`config.mk`:
```
export PLATFORM = sky130hd
export DESIGN_NAME = wlhn_ctrl
export DESIGN_NICKNAME = d
export VERILOG_FILES = /design/src/wlhn_pkg.sv /design/src/wlhn_ctrl.sv
export SDC_FILE = /design/constraint.sdc
export NUM_CORES = 1
export LEC_CHECK = 0
export BUFFER_PORTS_ARGS = -buffer_cell sky130_fd_sc_hd__buf_2
export CELL_PAD_IN_SITES_DETAIL_PLACEMENT = 2
export CELL_PAD_IN_SITES_GLOBAL_PLACEMENT = 2
export CORE_MARGIN = 4
export CORE_UTILIZATION = 29
export CTS_BUF_LIST = sky130_fd_sc_hd__clkbuf_8 sky130_fd_sc_hd__clkbuf_16
export DETAILED_ROUTE_END_ITERATION = 6
export PLACE_DENSITY_LB_ADDON = 0.1
export SETUP_SLACK_MARGIN = 0.2
export SYNTH_ARGS = -nofsm -noshare
export SYNTH_HDL_FRONTEND = slang
export SYNTH_SLANG_ARGS = --single-unit
```
`constraint.sdc`:
```
create_clock -name clk -period 1.9 [get_ports clk]
set_clock_uncertainty 0.1 [all_clocks]
set_input_delay 0.38 -clock clk [delete_from_list [all_inputs] [get_ports clk]]
set_output_delay 0.38 -clock clk [all_outputs]
set_load 0.01 [all_outputs]
```
`src/wlhn_pkg.sv`:
```
// Shared types, constants and codes of the waterline height normalizer.
package wlhn_pkg;

	localparam int unsigned MAX_POINTS_DEF = 4096;

	localparam int unsigned HW  = 16;  // stored height width
	localparam int unsigned WLW = 17;  // waterline width
	localparam int unsigned XW  = 18;  // width of height differences
	localparam int unsigned NW  = 26;  // dividend width of the normalizer
	localparam int unsigned DW  = 18;  // divisor width of the normalizer
	localparam int unsigned DCW = $clog2(NW);
	localparam logic [WLW-1:0] WL_TOP = WLW'(32768);

	localparam logic OP_LOAD = 1'b0;
	localparam logic OP_READ = 1'b1;

	typedef enum logic [1:0] {
		ST_OK        = 2'd0,
		ST_NOT_READY = 2'd1,
		ST_RANGE     = 2'd2
	} status_t;

	localparam logic [1:0] CFG_WATER = 2'd0;
	localparam logic [1:0] CFG_FLOOR = 2'd1;
	localparam logic [1:0] CFG_CEIL  = 2'd2;

	typedef struct packed {
		logic accept;
		logic mm_init;
		logic scan_clr;
		logic scan;
		logic mode_cnt;
		logic srch_upd;
		logic close_done;
		logic rd_issue;
		logic div_init;
		logic div_step;
		logic out_load;
	} cmd_t;

	typedef struct packed {
		logic scan_last;
		logic srch_done;
		logic err;
		logic div_done;
		logic out_free;
	} sts_t;

endpackage

```
`src/wlhn_ctrl.sv`:
```
// Sequencer of the normalizer: load, map closing passes and read division.
module wlhn_ctrl
	import wlhn_pkg::*;
(
	input  logic clk,
	input  logic arst_n,
	input  logic in_valid,
	output logic in_ready,
	input  logic op,
	input  logic last_point,
	input  sts_t sts,
	output cmd_t cmd
);

	typedef enum logic [12:0] {
		S_IDLE      = 13'b0000000000001,
		S_CL_INIT   = 13'b0000000000010,
		S_MM_SCAN   = 13'b0000000000100,
		S_MM_DRAIN  = 13'b0000000001000,
		S_CHK       = 13'b0000000010000,
		S_CNT_SCAN  = 13'b0000000100000,
		S_CNT_DRAIN = 13'b0000001000000,
		S_CNT_UPD   = 13'b0000010000000,
		S_FIN       = 13'b0000100000000,
		S_RD_CHK    = 13'b0001000000000,
		S_DIV_INIT  = 13'b0010000000000,
		S_DIV       = 13'b0100000000000,
		S_DONE      = 13'b1000000000000
	} state_t;

	state_t state_q, state_d;

	assign in_ready = (state_q == S_IDLE);

	always_comb begin
		state_d = state_q;
		cmd     = '0;
		case (state_q)
			S_IDLE: begin
				if (in_valid) begin
					cmd.accept = 1'b1;
					if (op == OP_READ)
						state_d = S_RD_CHK;
					else if (last_point)
						state_d = S_CL_INIT;
				end
			end
			S_CL_INIT: begin
				cmd.mm_init  = 1'b1;
				cmd.scan_clr = 1'b1;
				state_d      = S_MM_SCAN;
			end
			S_MM_SCAN: begin
				cmd.scan = 1'b1;
				if (sts.scan_last)
					state_d = S_MM_DRAIN;
			end
			S_MM_DRAIN: state_d = S_CHK;
			S_CHK: begin
				cmd.scan_clr = 1'b1;
				state_d      = sts.srch_done ? S_FIN : S_CNT_SCAN;
			end
			S_CNT_SCAN: begin
				cmd.scan     = 1'b1;
				cmd.mode_cnt = 1'b1;
				if (sts.scan_last)
					state_d = S_CNT_DRAIN;
			end
			S_CNT_DRAIN: state_d = S_CNT_UPD;
			S_CNT_UPD: begin
				cmd.srch_upd = 1'b1;
				state_d      = S_CHK;
			end
			S_FIN: begin
				cmd.close_done = 1'b1;
				state_d        = S_IDLE;
			end
			S_RD_CHK: begin
				cmd.rd_issue = 1'b1;
				state_d      = sts.err ? S_DONE : S_DIV_INIT;
			end
			S_DIV_INIT: begin
				cmd.div_init = 1'b1;
				state_d      = S_DIV;
			end
			S_DIV: begin
				cmd.div_step = 1'b1;
				if (sts.div_done)
					state_d = S_DONE;
			end
			S_DONE: begin
				if (sts.out_free) begin
					cmd.out_load = 1'b1;
					state_d      = S_IDLE;
				end
			end
			default: state_d = S_IDLE;
		endcase
	end

	always_ff @(posedge clk or negedge arst_n) begin
		if (!arst_n)
			state_q <= S_IDLE;
		else
			state_q <= state_d;
	end

endmodule

```
* Word level (Yosys, flattened, before mapping)
Cells that the tools add are included.
** Storage, ports and cells
- Input port bits :: 10
- Register bits after elaboration :: 13
- Output and inout port bits :: 12
** Operators by class
- Eq/ne operators :: 19
- Reduce and logical (&&, ||, !) cells :: 4
- Multiplexer cells :: 23
** Operator list (count)
- $pmux 13 s11 :: 1
- $mux 13 :: 8
- $eq 13x1->1 const B :: 1
- $eq 13x10->1 const B :: 1
- $eq 13x11->1 const B :: 1
- $eq 13x12->1 const B :: 1
- $eq 13x13->1 const B :: 1
- $eq 13x2->1 const B :: 1
- $eq 13x3->1 const B :: 1
- $eq 13x4->1 const B :: 1
- $eq 13x5->1 const B :: 1
- $eq 13x6->1 const B :: 1
- $eq 13x7->1 const B :: 1
- $eq 13x8->1 const B :: 1
- $eq 13x9->1 const B :: 1
- $mux 1 :: 13
- $ne 2x2->1 const B :: 5
- $mux 9 :: 1
- $reduce_and 6->1 :: 1
- $reduce_or 2->1 :: 3
- $ne 3x1->1 const B :: 1

* Depth between registers and ports, before layout
- Word-level depth :: 4
- Mapped depth :: 6

* Worst setup path before layout
No wires, ideal clock.
- Kind :: register to output
- Start :: register state_q[1]
- End :: output port cmd[4] (netlist name)
- Arrival :: 1.690 ns
- Cell stages (with the launch flop) :: 5
- Required time :: 1.420 ns
- Path buffers :: 0
- Slack :: -0.270 ns
- Cell sequence :: dfrtp_1 or4_4 nor2_4 nand2_1 nor4b_1
** RTL lines
- start, declared :: line wlhn_ctrl.sv:31 : state_t state_q, state_d;
- start signal, assigned :: line wlhn_ctrl.sv:105 : state_q <= state_d;
- end, declared :: line wlhn_ctrl.sv:12 : output cmd_t cmd

==> results.md <==
- The peak per-stage delay on the critical path is 0.57 ns.
- At the end of routability-driven placement, the weighted congestion stood at 0.786.
- The worst hold margin is around 0.24 ns.
- The die covers 4470 sq um.
- The path class of the tightest hold or removal check is in -> reg.
- In this run the deepest clock path goes through 2 buffers.
- The start of the worst register-to-register path is state_q[0].
- The launch point of the worst hold path is op.
- Counting the fill cells in the layout gives 339.
- The number of failing hold endpoints at the final stage came to 0.
- From left edge to right edge, the die measures 66.9 um.
- The number of violations of the max-capacitance limit is 0.
- For this run, the register share of the synthesized area comes to ~33%.
- The number of pins with negative max-slew slack in the final report was 0.
- After layout, the worst path uses 123% of the clock period.
- Walking the worst path, the cells encountered are or4_4 > nor3_4 > nand2_2 > nor3b_2 > buf_2.
- Clock tree synthesis inserted a total of 3 buffers.
- The final reports fail on negative setup slack.
- The I/O pin count is 22.
- The number of antenna violations at the first check in global routing is 0.
- Cells with a size suffix above 1 make up between 70% and 80% of the layout.
- The cell area that synthesis handed to floorplanning was 1000 sq um.
- Among all stages on the critical path, the largest delay is contributed by sky130_fd_sc_hd__or4_4.
- In this run the cell area measured after placement is 1390 sq um.
- The largest registers in the layout are state_q x13.
- The placed wire-length estimate after detailed placement is about 2900 um.
- The final number of setup-violating endpoints is 21.
- The total via count in the routed design is 1,142.
- VDD sags by at most approximately 800 uV.
- For flop-to-flop paths, the worst setup slack is -0.15 ns.
- The register with the most flip-flops in the layout has 13 of them.
- The critical path in this run is classified as reg -> out.
- Global routing finished with a remaining overflow of 0.
- The data required time at the worst endpoint is about 1.4 ns.
- The number of synthesized flops with an enable pin is 0.
- The most common flop cell mapped by yosys is sky130_fd_sc_hd__dfrtp_1.
- Each instance of the synthesized netlist takes up on average approximately 9.3 sq um.
- After routing the design area is ~1800 sq um.
- Dividing total power by cell area gives a power density of 1470 nW/um^2.
- Headroom to the max-slew limit came out at 72.4%.
- The number of nets in the synthesized netlist is 118.
- The smallest clock period supported by the final layout is computed as 2.34 ns.
- Based on the critical path, the design can be clocked at up to 0.428 GHz.
- The terminus of the critical flop-to-flop path is state_q[5].
- Using the TritonRoute via totals, the vias-per-cell ratio works out to 5.29.
- In the final design database the tool counted 181 nets.
- The number of diodes added for antenna fixing is 0.
- After clock tree synthesis, the clock-pin slew on the worst setup and hold paths is approximately 0.07 ns.
- The floorplan has 21 rows.
- TritonCTS built the clock tree.
- The number of global-route vias before repair was 1,282.
- The gate count of the mapped netlist is about 110.
- The core region is 3340 sq um.
- The worst hold path depth is 2.
- The run finished, with violations left.
- Once routing completed, OpenROAD measured the worst setup slack at -0.437 ns.
- Data on the critical path arrives at its endpoint at around 1.9 ns.
- Before antenna repair, the detailed router went through 4 iterations.
- The post-synthesis async set-or-reset flop share is 100%.
- The count of nets left with antenna violations once routing finished came out at 0.
- The clock drives 13 sinks.
- STA classifies the critical path endpoint as a primary output.
- The area added between synthesis and finish is 83.6%.
- The count of unique library cells instantiated by Yosys is 46.
- The floorplan step set the die height to 66.9 um.
- The initial core utilization is 30.1%.
- The count of input and output buffers is 21.
- The overall global routing resource usage is 21.8%.
- For the worst-skew pair, the clock arrives at the later sink with an insertion delay of 0.26 ns.
- The largest register by flop count is state_q.
- The wire length after detailed routing is 5220 um.
- The level count of the clock H-tree is 1.
- Setup repair after global routing could not meet its margin everywhere.
- The warning count from the yosys run is 0.
- The number of DRC violations after detailed routing is 0.
- The worst hold endpoint is state_q[1].
- For the pin with the worst max-slew slack, the measured transition is 0.409 ns.
- In the final routed layout, each cell accounts on average for 24.2 um.
- The static leakage is 0.000818 uW.
- The maximum number of pins on one net before global-route repair is 14.
- The root buffer cell chosen for the clock tree is sky130_fd_sc_hd__clkbuf_8.
- The wire length of the first global-routing pass is 6900 um.
- The type of element launching the critical path is a flop.
- The number of storage elements in the synthesis netlist is 13.
- The number of design-rule violations left by the first detailed-router iteration is 27.
- Along the worst path, the maximum fanout reaches 3.
- The number of cells on the worst reg-to-reg path is 9.
## through the flow
stage	utilization, %	instances	power [uW]	setup WS, ns	setup TNS (ns)
global placement	41.5	193	1580	-0.0950	-0.350
CTS	50.3	209	2300	-0.438	-3.54
finish	55.3	216	2710	-0.437	-4.93
detailed placement	41.5	193	1630	-0.172	-0.761
global route	55.3	216	2830	-0.536	-6.28
floorplan	-	108	1150	-0.106	-0.232
## worst max path at each step
| stage | depth (start not counted) | from | endpoint |
|---|---|---|---|
| floorplan | 4 | state_q[7] | cmd[1] |
| global placement | 5 | state_q[7] | cmd[1] |
| CTS | 5 | state_q[7] | cmd[1] |
| global route | 5 | state_q[6] | cmd[1] |
| detailed placement | 5 | state_q[7] | cmd[1] |
| finish | 5 | state_q[7] | cmd[1] |
## timing repair
action | 4_1_cts | 5_1_grt
hold endpoints to repair | 12 | 0
pin swaps | 16 | 5
hold buffers | 1 | 0
setup buffers | 11 | 7
endpoints found under the setup margin | 22 | 23
resized for setup | 30 | 22
## critical path, delay by kind of cell, from the launching register on
kind          cells  cell delay, ns
simple gates      4            1.04
flops             1            0.41
buf+inv           1            0.15
## cells by family after synthesis
logic type,count (synthesis),share of synthesized area (%)
xor+xnor,6,5.23
buf+inv,10,5.85
flops,13,32.5
compound gates,16,12.7
simple gates,62,42.7
mux,1,0.996
## final cells by class
type | count | area [sq um] | area share [%]
sequential | 13 | 330 | 17.9
multi-input combinational | 85 | 875 | 47.4
timing repair buffer | 66 | 528 | 28.6
clock buffer | 3 | 41.3 | 2.24
inverter | 2 | 7.51 | 0.407
tap | 46 | 57.6 | 3.12
clock inverter | 1 | 5.00 | 0.271
## synthesized netlist by cell type, types with 2 or more instances
library cell | instances | area [sq um]
sky130_fd_sc_hd__nor2_1 | 11 | 41.3
sky130_fd_sc_hd__o21ai_0 | 4 | 20.0
sky130_fd_sc_hd__xnor2_1 | 3 | 26.3
sky130_fd_sc_hd__buf_4 | 2 | 15.0
sky130_fd_sc_hd__and3_1 | 2 | 12.5
sky130_fd_sc_hd__nor4b_1 | 3 | 26.3
sky130_fd_sc_hd__inv_1 | 2 | 7.51
sky130_fd_sc_hd__o21ai_2 | 2 | 17.5
sky130_fd_sc_hd__buf_2 | 3 | 15.0
sky130_fd_sc_hd__a21o_1 | 2 | 15.0
sky130_fd_sc_hd__nand3_1 | 4 | 20.0
sky130_fd_sc_hd__or4_4 | 2 | 22.5
sky130_fd_sc_hd__and4b_2 | 2 | 22.5
sky130_fd_sc_hd__nor4_1 | 4 | 25.0
sky130_fd_sc_hd__nand2_1 | 6 | 22.5
sky130_fd_sc_hd__clkbuf_1 | 2 | 7.51
sky130_fd_sc_hd__dfrtp_1 | 12 | 300
sky130_fd_sc_hd__nor3_1 | 10 | 50.1
sky130_fd_sc_hd__or3b_2 | 2 | 17.5
sky130_fd_sc_hd__xor2_1 | 3 | 26.3
sky130_fd_sc_hd__a31oi_1 | 2 | 12.5
## report_power, final
group	switching (uW)	total [uW]	internal, uW
Clock	133	279	146
Combinational	1020	2040	1010
Sequential	62.7	392	329
## cell usage in the layout (no fill, tap or decap), types with 4 or more instances in the layout
| cell | count |
|---|---|
| sky130_fd_sc_hd__o21ai_0 | 4 |
| sky130_fd_sc_hd__nor2_1 | 6 |
| sky130_fd_sc_hd__nor2_4 | 5 |
| sky130_fd_sc_hd__buf_2 | 15 |
| sky130_fd_sc_hd__buf_6 | 18 |
| sky130_fd_sc_hd__nor3_1 | 4 |
| sky130_fd_sc_hd__nor3_2 | 4 |
| sky130_fd_sc_hd__buf_4 | 32 |
| sky130_fd_sc_hd__dfrtp_1 | 9 |
| sky130_fd_sc_hd__nor3_4 | 4 |
## metal layers
metal,routed length (um),track usage (%),share of wire (%)
met2,2960,41.1,57
met4,82,9.62,1.6
met3,140,4.55,2.7
met1,2040,22.9,39
met5,0,0,0
Power figures use the tool's default switching activity.
